[src/rtl/idiv_pkg.sv]
// Package for the 64-bit integer divider: widths, opcode and state types,
// and the control bundle from sequencer to datapath. No dependencies.
package idiv_pkg;

   localparam int DATA_WIDTH = 64;
   localparam int OUT_W      = 64;
   localparam int OP_W       = 2;
   localparam int SUB_W      = DATA_WIDTH + 1;
   localparam int CNT_W      = $clog2(DATA_WIDTH);

   typedef enum logic [OP_W-1:0] {
      OP_UQUO = 2'd0,
      OP_UREM = 2'd1,
      OP_SQUO = 2'd2
   } idiv_op_type;

   typedef enum logic [2:0] {
      ST_IDLE,
      ST_NEG_A,
      ST_NEG_B,
      ST_DIVIDE,
      ST_FIX,
      ST_DONE
   } idiv_state_type;

   typedef struct packed {
      logic load;
      logic neg_a;
      logic neg_b;
      logic step;
      logic fix;
   } idiv_ctl_type;

endpackage

[src/rtl/int64_divider_unit.sv]
// 64-bit integer divider top: sequencer, datapath and result register.
// A request beat is handled in order: a load, negation of the dividend and then the divisor,
// DATA_WIDTH subtract steps through the shared subtractor, a fixup, and a handoff into the
// result register. A new request beat is taken only once the last result has been handed
// off to the result register, so a stalled result beat also holds off the next request.
// Reset (synchronous) returns the sequencer to idle and drops the result beat.
module int64_divider_unit (
   input  logic                              clock,
   input  logic                              reset,
   input  logic                              req_valid,
   output logic                              req_stall,
   input  logic [idiv_pkg::OP_W-1:0]         req_opcode,
   input  logic [idiv_pkg::OUT_W-1:0]        req_dividend,
   input  logic [idiv_pkg::OUT_W-1:0]        req_divisor,
   output logic                              rsp_valid,
   input  logic                              rsp_stall,
   output logic [idiv_pkg::OUT_W-1:0]        rsp_result,
   output logic                              rsp_divide_by_zero
);
   import idiv_pkg::*;

   idiv_ctl_type          ctl;
   logic                  out_free;
   logic                  out_load;
   logic [DATA_WIDTH-1:0] res;
   logic                  dbz;

   logic                  rsp_valid_ff, rsp_valid_in;
   logic [OUT_W-1:0]      rsp_result_ff, rsp_result_in;
   logic                  rsp_dbz_ff, rsp_dbz_in;

   assign out_free = ~rsp_valid_ff | ~rsp_stall;

   idiv_seq u_seq (
      .clock     (clock),
      .reset     (reset),
      .req_valid (req_valid),
      .out_free  (out_free),
      .req_stall (req_stall),
      .out_load  (out_load),
      .ctl       (ctl)
   );

   idiv_datapath u_datapath (
      .clock        (clock),
      .ctl          (ctl),
      .req_opcode   (req_opcode),
      .req_dividend (req_dividend),
      .req_divisor  (req_divisor),
      .res          (res),
      .dbz          (dbz)
   );

   always_comb begin
      rsp_valid_in  = rsp_valid_ff;
      rsp_result_in = rsp_result_ff;
      rsp_dbz_in    = rsp_dbz_ff;
      if (out_load) begin
         rsp_valid_in  = 1'b1;
         rsp_result_in = OUT_W'(res);
         rsp_dbz_in    = dbz;
      end else if (!rsp_stall) begin
         rsp_valid_in = 1'b0;
      end
   end

   always_ff @(posedge clock) begin
      if (reset) begin
         rsp_valid_ff <= 1'b0;
      end else begin
         rsp_valid_ff <= rsp_valid_in;
      end
      rsp_result_ff <= rsp_result_in;
      rsp_dbz_ff    <= rsp_dbz_in;
   end

   assign rsp_valid          = rsp_valid_ff;
   assign rsp_result         = rsp_result_ff;
   assign rsp_divide_by_zero = rsp_dbz_ff;

   a_busy_after_accept: assert property (@(posedge clock) disable iff (reset)
      (req_valid && !req_stall) |=> req_stall)
      else $error("divider took a new beat while busy");

   a_no_overwrite: assert property (@(posedge clock) disable iff (reset)
      out_load |-> (!rsp_valid_ff || !rsp_stall))
      else $error("result register overwritten while stalled");

   a_dbz_zero: assert property (@(posedge clock) disable iff (reset)
      (rsp_valid && rsp_divide_by_zero) |-> (rsp_result == '0))
      else $error("divide by zero with nonzero result");

   a_load_when_busy: assert property (@(posedge clock) disable iff (reset)
      out_load |-> req_stall)
      else $error("result loaded while sequencer idle");

endmodule

[src/rtl/idiv_datapath.sv]
// Divider datapath: operand, remainder and quotient registers around one
// shared subtractor. Depends on idiv_pkg; steered by idiv_seq.
module idiv_datapath (
   input  logic                                clock,
   input  idiv_pkg::idiv_ctl_type              ctl,
   input  logic [idiv_pkg::OP_W-1:0]           req_opcode,
   input  logic [idiv_pkg::OUT_W-1:0]          req_dividend,
   input  logic [idiv_pkg::OUT_W-1:0]          req_divisor,
   output logic [idiv_pkg::DATA_WIDTH-1:0]     res,
   output logic                                dbz
);
   import idiv_pkg::*;

   idiv_op_type           op_ff, op_in;
   logic [DATA_WIDTH-1:0] num_ff, num_in;
   logic [DATA_WIDTH-1:0] den_ff, den_in;
   logic [DATA_WIDTH-1:0] rem_ff, rem_in;
   logic                  neg_ff, neg_in;
   logic [DATA_WIDTH-1:0] res_ff, res_in;
   logic                  dbz_ff, dbz_in;

   logic [SUB_W-1:0]      sub_x;
   logic [SUB_W-1:0]      sub_y;
   logic [SUB_W:0]        diff;
   logic                  borrow;
   logic                  signed_op;

   // shared subtractor
   always_comb begin
      sub_x = '0;
      sub_y = '0;
      if (ctl.neg_a || ctl.fix) begin
         sub_y = {1'b0, num_ff};
      end else if (ctl.neg_b) begin
         sub_y = {1'b0, den_ff};
      end else if (ctl.step) begin
         sub_x = {rem_ff, num_ff[DATA_WIDTH-1]};
         sub_y = {1'b0, den_ff};
      end
   end

   assign diff      = {1'b0, sub_x} - {1'b0, sub_y};
   assign borrow    = diff[SUB_W];
   assign signed_op = (op_ff == OP_SQUO);

   always_comb begin
      op_in  = op_ff;
      num_in = num_ff;
      den_in = den_ff;
      rem_in = rem_ff;
      neg_in = neg_ff;
      res_in = res_ff;
      dbz_in = dbz_ff;
      if (ctl.load) begin
         op_in  = idiv_op_type'(req_opcode);
         num_in = req_dividend[DATA_WIDTH-1:0];
         den_in = req_divisor[DATA_WIDTH-1:0];
         rem_in = '0;
         neg_in = 1'b0;
      end
      if (ctl.neg_a && signed_op && num_ff[DATA_WIDTH-1]) begin
         num_in = diff[DATA_WIDTH-1:0];
         neg_in = ~neg_ff;
      end
      if (ctl.neg_b && signed_op && den_ff[DATA_WIDTH-1]) begin
         den_in = diff[DATA_WIDTH-1:0];
         neg_in = ~neg_ff;
      end
      if (ctl.step) begin
         if (borrow) begin
            rem_in = {rem_ff[DATA_WIDTH-2:0], num_ff[DATA_WIDTH-1]};
         end else begin
            rem_in = diff[DATA_WIDTH-1:0];
         end
         num_in = {num_ff[DATA_WIDTH-2:0], ~borrow};
      end
      if (ctl.fix) begin
         dbz_in = 1'b0;
         case (op_ff)
            OP_UQUO: res_in = num_ff;
            OP_UREM: res_in = rem_ff;
            OP_SQUO: res_in = neg_ff ? diff[DATA_WIDTH-1:0] : num_ff;
            default: res_in = '0;
         endcase
         if ((op_ff inside {OP_UQUO, OP_UREM, OP_SQUO}) && (den_ff == '0)) begin
            res_in = '0;
            dbz_in = 1'b1;
         end
      end
   end

   always_ff @(posedge clock) begin
      op_ff  <= op_in;
      num_ff <= num_in;
      den_ff <= den_in;
      rem_ff <= rem_in;
      neg_ff <= neg_in;
      res_ff <= res_in;
      dbz_ff <= dbz_in;
   end

   assign res = res_ff;
   assign dbz = dbz_ff;

endmodule

[src/rtl/idiv_seq.sv]
// Divider sequencer: state machine and step counter that drive the shared
// subtractor one step per cycle. Depends on idiv_pkg.
module idiv_seq (
   input  logic                   clock,
   input  logic                   reset,
   input  logic                   req_valid,
   input  logic                   out_free,
   output logic                   req_stall,
   output logic                   out_load,
   output idiv_pkg::idiv_ctl_type ctl
);
   import idiv_pkg::*;

   idiv_state_type    state_ff, state_in;
   logic [CNT_W-1:0]  cnt_ff, cnt_in;

   always_ff @(posedge clock) begin
      if (reset) begin
         state_ff <= ST_IDLE;
         cnt_ff   <= '0;
      end else begin
         state_ff <= state_in;
         cnt_ff   <= cnt_in;
      end
   end

   always_comb begin
      state_in  = state_ff;
      cnt_in    = cnt_ff;
      ctl       = '0;
      out_load  = 1'b0;
      req_stall = 1'b1;
      case (state_ff)
         ST_IDLE: begin
            req_stall = 1'b0;
            if (req_valid) begin
               ctl.load = 1'b1;
               state_in = ST_NEG_A;
            end
         end
         ST_NEG_A: begin
            ctl.neg_a = 1'b1;
            state_in  = ST_NEG_B;
         end
         ST_NEG_B: begin
            ctl.neg_b = 1'b1;
            cnt_in    = '0;
            state_in  = ST_DIVIDE;
         end
         ST_DIVIDE: begin
            ctl.step = 1'b1;
            cnt_in   = cnt_ff + 1'b1;
            if (cnt_ff == CNT_W'(DATA_WIDTH - 1)) begin
               state_in = ST_FIX;
            end
         end
         ST_FIX: begin
            ctl.fix  = 1'b1;
            state_in = ST_DONE;
         end
         ST_DONE: begin
            if (out_free) begin
               out_load = 1'b1;
               state_in = ST_IDLE;
            end
         end
         default: begin
            state_in = ST_IDLE;
         end
      endcase
   end

endmodule
[config.mk]
export PLATFORM = sky130hd
export DESIGN_NAME = int64_divider_unit
export DESIGN_NICKNAME = d
export VERILOG_FILES = /design/src/rtl/idiv_pkg.sv /design/src/rtl/int64_divider_unit.sv /design/src/rtl/idiv_datapath.sv /design/src/rtl/idiv_seq.sv
export SDC_FILE = /design/constraint.sdc
export NUM_CORES = 1
export LEC_CHECK = 0
export BUFFER_PORTS_ARGS = -buffer_cell sky130_fd_sc_hd__buf_2
export CAP_MARGIN = 10
export CELL_PAD_IN_SITES_DETAIL_PLACEMENT = 1
export CELL_PAD_IN_SITES_GLOBAL_PLACEMENT = 2
export CORE_MARGIN = 1
export CORE_UTILIZATION = 30
export DETAILED_ROUTE_END_ITERATION = 16
export HOLD_SLACK_MARGIN = 0.06
export PLACE_DENSITY_LB_ADDON = 0.1
export RECOVER_POWER = 50
export SLEW_MARGIN = 20
export SYNTH_ARGS = -nofsm -noshare
export SYNTH_HDL_FRONTEND = slang
export SYNTH_SLANG_ARGS = --single-unit
[constraint.sdc]
create_clock -name clock -period 5.23 [get_ports clock]
set_clock_uncertainty 0.15 [all_clocks]
set_input_delay 0.2615 -clock clock [delete_from_list [all_inputs] [get_ports clock]]
set_output_delay 0.2615 -clock clock [all_outputs]
set_load 0.01 [all_outputs]
**Word level (Yosys, flattened, before mapping)**

Cells that the tools add are included.

- Register bits after elaboration: 335
- Input bits: 134
- Word-level logic and storage cells: 83

- Add/subtract/negate cells: 2
- Equality and inequality tests: 12
- Multiplexer cells: 36
- Bitwise operators: 5
- Reduce and logical (&&, ||, !) cells: 16

Operators by type and width:

| cell | count |
|---|---|
| $mux W64 | 10 |
| $mux W65 | 5 |
| $pmux W64 S3 | 1 |
| $sub A65 B65 Y66 | 1 |
| $logic_not A64 Y1 | 1 |
| $pmux W3 S6 | 1 |
| $mux W1 | 15 |
| $pmux W6 S2 | 1 |
| $mux W3 | 3 |
| $reduce_bool A3 Y1 | 3 |
| $add A6 B1 Y6 const B | 1 |
| $eq A3 B2 Y1 const B | 2 |
| $eq A3 B3 Y1 const B | 2 |
| $eq A6 B6 Y1 const B | 1 |
| $reduce_bool A2 Y1 | 3 |
| $logic_and A1 B1 Y1 | 5 |
| $ne A2 B1 Y1 const B | 2 |
| $ne A2 B2 Y1 const B | 2 |
| $not A1 Y1 | 4 |
| $eq A3 B1 Y1 const B | 1 |
| $logic_not A3 Y1 | 1 |
| $reduce_and A3 Y1 | 1 |
| $eq A2 B1 Y1 const B | 1 |
| $eq A2 B2 Y1 const B | 1 |
| 3 further kinds | 3 |

**Logic depth before layout (Yosys ltp)**

- Word-level depth: 8
- Gate-level depth with buffers: 20
- Gate-level depth less buffers: 16

**By module**

Synthesis repeated with hierarchy kept, for this count alone.

- Cells, all modules: 2038
- Area, all modules: 20248.2 µm²

Modules (own cells, without submodules):

| module | times used | cells each | area each (µm²) |
|---|---|---|---|
| idiv_datapath | 1 | 1910 | 17779.6 |
| int64_divider_unit | 1 | 69 | 1984.4 |
| idiv_seq | 1 | 59 | 484.2 |

**Worst setup path before layout**

No wires, ideal clock.

- Path type: register to register
- Start: reg u_seq.state_ff[1]
- End: reg u_datapath.res_ff[60], in the netlist u_datapath.res[60] (data pin)
- Setup time: 0.276 ns
- Arrival: 4.265 ns
- Required time: 4.804 ns
- Slack: 0.539 ns
- Cell stages (with the launch flop): 18
- Buffers on the path: 5
- Period minus slack after synthesis: 4.691 ns
- Path through: dfxtp_1 -> clkbuf_1 -> nor2b_1 -> clkbuf_1 -> clkbuf_1 -> clkbuf_1 -> a22oi_1 -> ha_1 -> clkbuf_1 -> nand2_1 -> or2_2 -> o311a_1 -> and4bb_1 -> o2111ai_1 -> a311oi_2 -> mux2i_1 -> a2111oi_4 -> a211oi_1

- Word-level cells in the longest chain between the ends: 8
- Elaborated cells on any way between the ends: 18

RTL lines:

| element | line | RTL |
|---|---|---|
| start, declared | idiv_seq.sv:14 | `idiv_state_type state_ff, state_in;` |
| start signal, assigned | idiv_seq.sv:22 | `state_ff <= state_in;` |
| $eq A3 B2 Y1 | idiv_seq.sv:33 | `case (state_ff)` |
| $mux W1 | idiv_seq.sv:33 |  |
| $mux W65 or $mux W64 (tied branches) | idiv_datapath.sv:36 | `end else if (ctl.step) begin` |
| $mux W65 | idiv_datapath.sv:34 | `end else if (ctl.neg_b) begin` |
| $mux W65 | idiv_datapath.sv:32 | `if (ctl.neg_a \|\| ctl.fix) begin` |
| $sub A65 B65 Y66 * | idiv_datapath.sv:42 | `assign diff = {1'b0, sub_x} - {1'b0, sub_y};` |
| $mux W64 * | idiv_datapath.sv:82 | `OP_SQUO: res_in = neg_ff ? diff[DATA_WIDTH-1:0] : num_ff;` |
| $pmux W64 S3 * | idiv_datapath.sv:79 | `case (op_ff)` |
| end signal, assigned | idiv_datapath.sv:98 | `res_ff <= res_in;` |
| end, declared | idiv_datapath.sv:19 | `logic [DATA_WIDTH-1:0] res_ff, res_in;` |

Mark *: on every way between the ends. The rest lies on a longest branch, timed or not.
A chain may end at the register's enable or synchronous reset.

**Worst setup path after layout**

- Start: reg u_seq.state_ff[2]
- End: reg u_datapath.res_ff[50], in the netlist u_datapath.res[50] (data pin)

The elaborated chain is that of the path after synthesis.

==> out/qor.csv <==
metric,value,unit
Synth Area in XOR/XNOR,2.655,%
Detailed Route WL,78790,um
Reg area,9962,um^2
most frequent cells in the layout,"374 x nand2_1, 325 x edfxtp_1, 223 x a21oi_1, 149 x nor2_1, 134 x buf_2",
worst path cell trace,xnor2_1 -> nor2_4 -> buf_4 -> buf_4 -> a22oi_1 -> ha_1 -> a21oi_1 -> o21a_1 -> o221ai_1 -> o21ai_0 -> a21oi_1 -> or3b_1 -> a21oi_1 -> xor2_1 -> o21ai_1 -> and3b_1,
area of the multi-input gates,9199,um^2
Max Slew Vio Count,256,
most common library cell in the layout ignoring fill and taps,nand2_1,
worst-margin pin slew,2.982,ns
Leak,9.398,nW
initial antenna violation count,0,
largest net degree at the start of global routing,88,
layout cells sized above 1,14.00,%
post-synthesis cell count,2030,
Worst path max stage delay,0.51,ns
mux contribution to synthesized area,4.412,%
FILL cells,7358,
"setup slack, reg-to-reg",0.28,ns
# DRC,0,
leading cell types by total area after synthesis,"edfxtp_1 49%, nand2_1 7.1%, a21oi_1 5.6%",
Final setup viols,0,
sequential element share of the synthesized area,50.32,%
Worst Path Max Fanout,20,
Pwr Total,10.15,mW
H-tree level count,2,
# nets final,2525,
DR WL/cell,24.58,um
Worst-Skew Late Latency,0.57,ns
DR vias,17340,
CP required,5.39,ns
clk buf depth,3,
CTS buffer count,42,
RSZ-0062 raised after global routing,false,
"Top FF cell, synth",edfxtp_1,
Synth Area in Compound Gates,18.48,%
fraction of registers with async set/reset,0,%
Critical Path Slowest Stage Cell,or3b_1,
top-area cell type share of the netlist area,49.30,%
CP most frequent cell,a21oi_1,
Die X,258.9,um
DP Wirelength,55150,um
minimum clock period,4.945,ns
WP data arrival,5.11,ns
TNS Setup,0,ns
drt initial violations,1056,
Hold Crit Class,in -> reg,
synthesized area,19790,um^2
height of the die,258.9,um
endpoints failing hold,0,
Top Ports,201,
violated checks,"capacitance limit, slew limit",
FMAX,202.2,MHz
Root Buffer,clkbuf_16,
Worst Setup End Kind,register,
largest family of logic cells by synthesized area,compound AO/OA/AOI/OAI gates,
syn_area_per_cell,9.751,um^2
Pre-antenna DRT Iters,5,
crit start category,register,
Worst-path clk slew,0.06,ns
peak supply drop,0.0002328,V
Post-Syn Nets,2231,
die area,67010,um^2
Vias/cell,5.412,
Worst slew margin,-98.79,%
PD cells,417.6,nW/um^2
core box area,64810,um^2
CTS sink count,335,
Antenna diodes,0,
max cap viols,7,
first-pass GRT wire length,117600,um
GRT overflow,0,
Final ANT Viol Nets,0,
CTS tree,yes,
vias in the first global route,18350,
adder-cell share of the synthesized area,4.273,%
post-synthesis simple-gate area fraction,16.37,%
Tcrit/Tclk final,94.56,%
Final Instance Area,24310,um^2
Placer Congestion,0.8772,
Cell variety after synth,71,
Crit Path Category,reg -> reg,
status,"finished, violations left",
post-CTS setup buffer count,0,
port bufs,200,
global-route usage over all layers,23.28,%
Yosys top cell by area,edfxtp_1,
"EDFF count, synth",325,
Seq cells post-synth,335,
effective utilization at floorplan,30.54,%
synth warn,0,
area delta synth->final,22.80,%
Post-DP Area,21920,um^2
Row Count,93,
==> per-stage QoR <==
| stage | util (%) | cells | worst slack [ns] | hold WS [ns] |
|---|---|---|---|---|
| 6_report | 37.50 | 3205 | 0.2846 | 0.1434 |
| 5_1_grt | 37.50 | 3205 | 0.04194 | 0.1229 |
| 4_1_cts | 37.73 | 3205 | 0.03218 | 0.1192 |
| 3_5_place_dp | 33.82 | 3002 | 0.06802 | 0.2552 |
| 3_3_place_gp | 33.82 | 3002 | 0.1660 | 0.2544 |
| 2_1_floorplan | - | 2030 | 0.5395 | 0.2104 |
==> repair_timing <==
item	CTS	global route
hold endpoints to repair	139	0
hold buffers	133	0
gates resized for setup	0	5
endpoints found under the setup margin	0	60
==> synthesized netlist by cell type, drive strengths merged (4+ instances only) <==
library cell	instances
o211ai	9
o221ai	4
edfxtp	325
and3	69
a32oi	4
a21o	33
nand2b	14
or2	9
o2111ai	4
a221oi	13
nor2	152
nor4	19
mux2	58
buf	21
nor2b	9
o31ai	7
a21oi	223
a211oi	10
a21boi	6
nand3	19
inv	27
dfxtp	10
o21bai	19
o21a	9
xnor2	37
ha	66
clkbuf	123
nand4	29
and2	10
nand2	374
a31oi	47
a22oi	78
o21ai	94
nor3	15
xor2	23
o2bb2ai	5
mux2i	22
==> worst max-delay path, delay by kind of cell, from the launching register on <==
family / cells / cell delay [ns]
DFF: 1 / 0.43
adders and majority gates: 1 / 0.43
xor gates and xnor gates: 2 / 0.50
buffers and inverters: 2 / 0.55
and+or+nand+nor: 3 / 0.82
AOI/OAI and AO/OA: 8 / 1.81
==> state kept, by name, indices dropped and copies added, names as in the netlist <==
register and cells:
rsp_result 64, u_datapath.den_ff 64, u_datapath.num_ff 64, u_datapath.rem_ff 64, u_datapath.res 64, u_seq.cnt_ff 6, u_seq.state_ff 3, u_datapath.op_ff 2
rsp_divide_by_zero 1, rsp_valid 1, u_datapath.dbz 1, u_datapath.neg_ff 1
==> final cells by class <==
type                    instances  share of cell area, %
inverters                      28                 0.4324
repair buffers                394                  11.39
clock buffers                  50                  4.535
multi-input cells            1523                  37.84
clock inverters                20                 0.4169
well taps                     855                  4.401
flip-flops and latches        335                  40.98
==> routing by layer <==
metal | track usage (%) | share of wire (%) | vias to the layer above
met5 | 0 | 0 | -
met4 | 6.032 | 2.3 | 0
met3 | 2.719 | 4.1 | 87
met2 | 39.74 | 48 | 377
met1 | 31.10 | 45 | 8779
li1 | - | - | 8101
==> where the power goes <==
group / internal [mW] / switching [mW]
logic: 1.28 / 2.55
clock network: 1.49 / 1.19
registers: 3.38 / 0.268
==> path summary, 6_finish.rpt <==
path,start,to,depth (start not counted)
worst max-delay path,u_seq.state_ff[2],u_datapath.res[50],16
worst min-delay path,req_dividend[45],u_datapath.num_ff[45],4
worst max register to register,u_seq.state_ff[2],u_datapath.res[50],16
worst min register to register,u_datapath.res[22],rsp_result[22],0
==> logic make-up (layout without fill, tap and decap cells) <==
family | Yosys count | after routing
buf+inv | 172 | 492
fa+ha+maj | 67 | 67
compound gates | 585 | 585
flops | 335 | 335
mux | 80 | 80
simple gates | 731 | 731
xor+xnor | 60 | 60
Note: power is estimated with default switching activity, not from simulation.
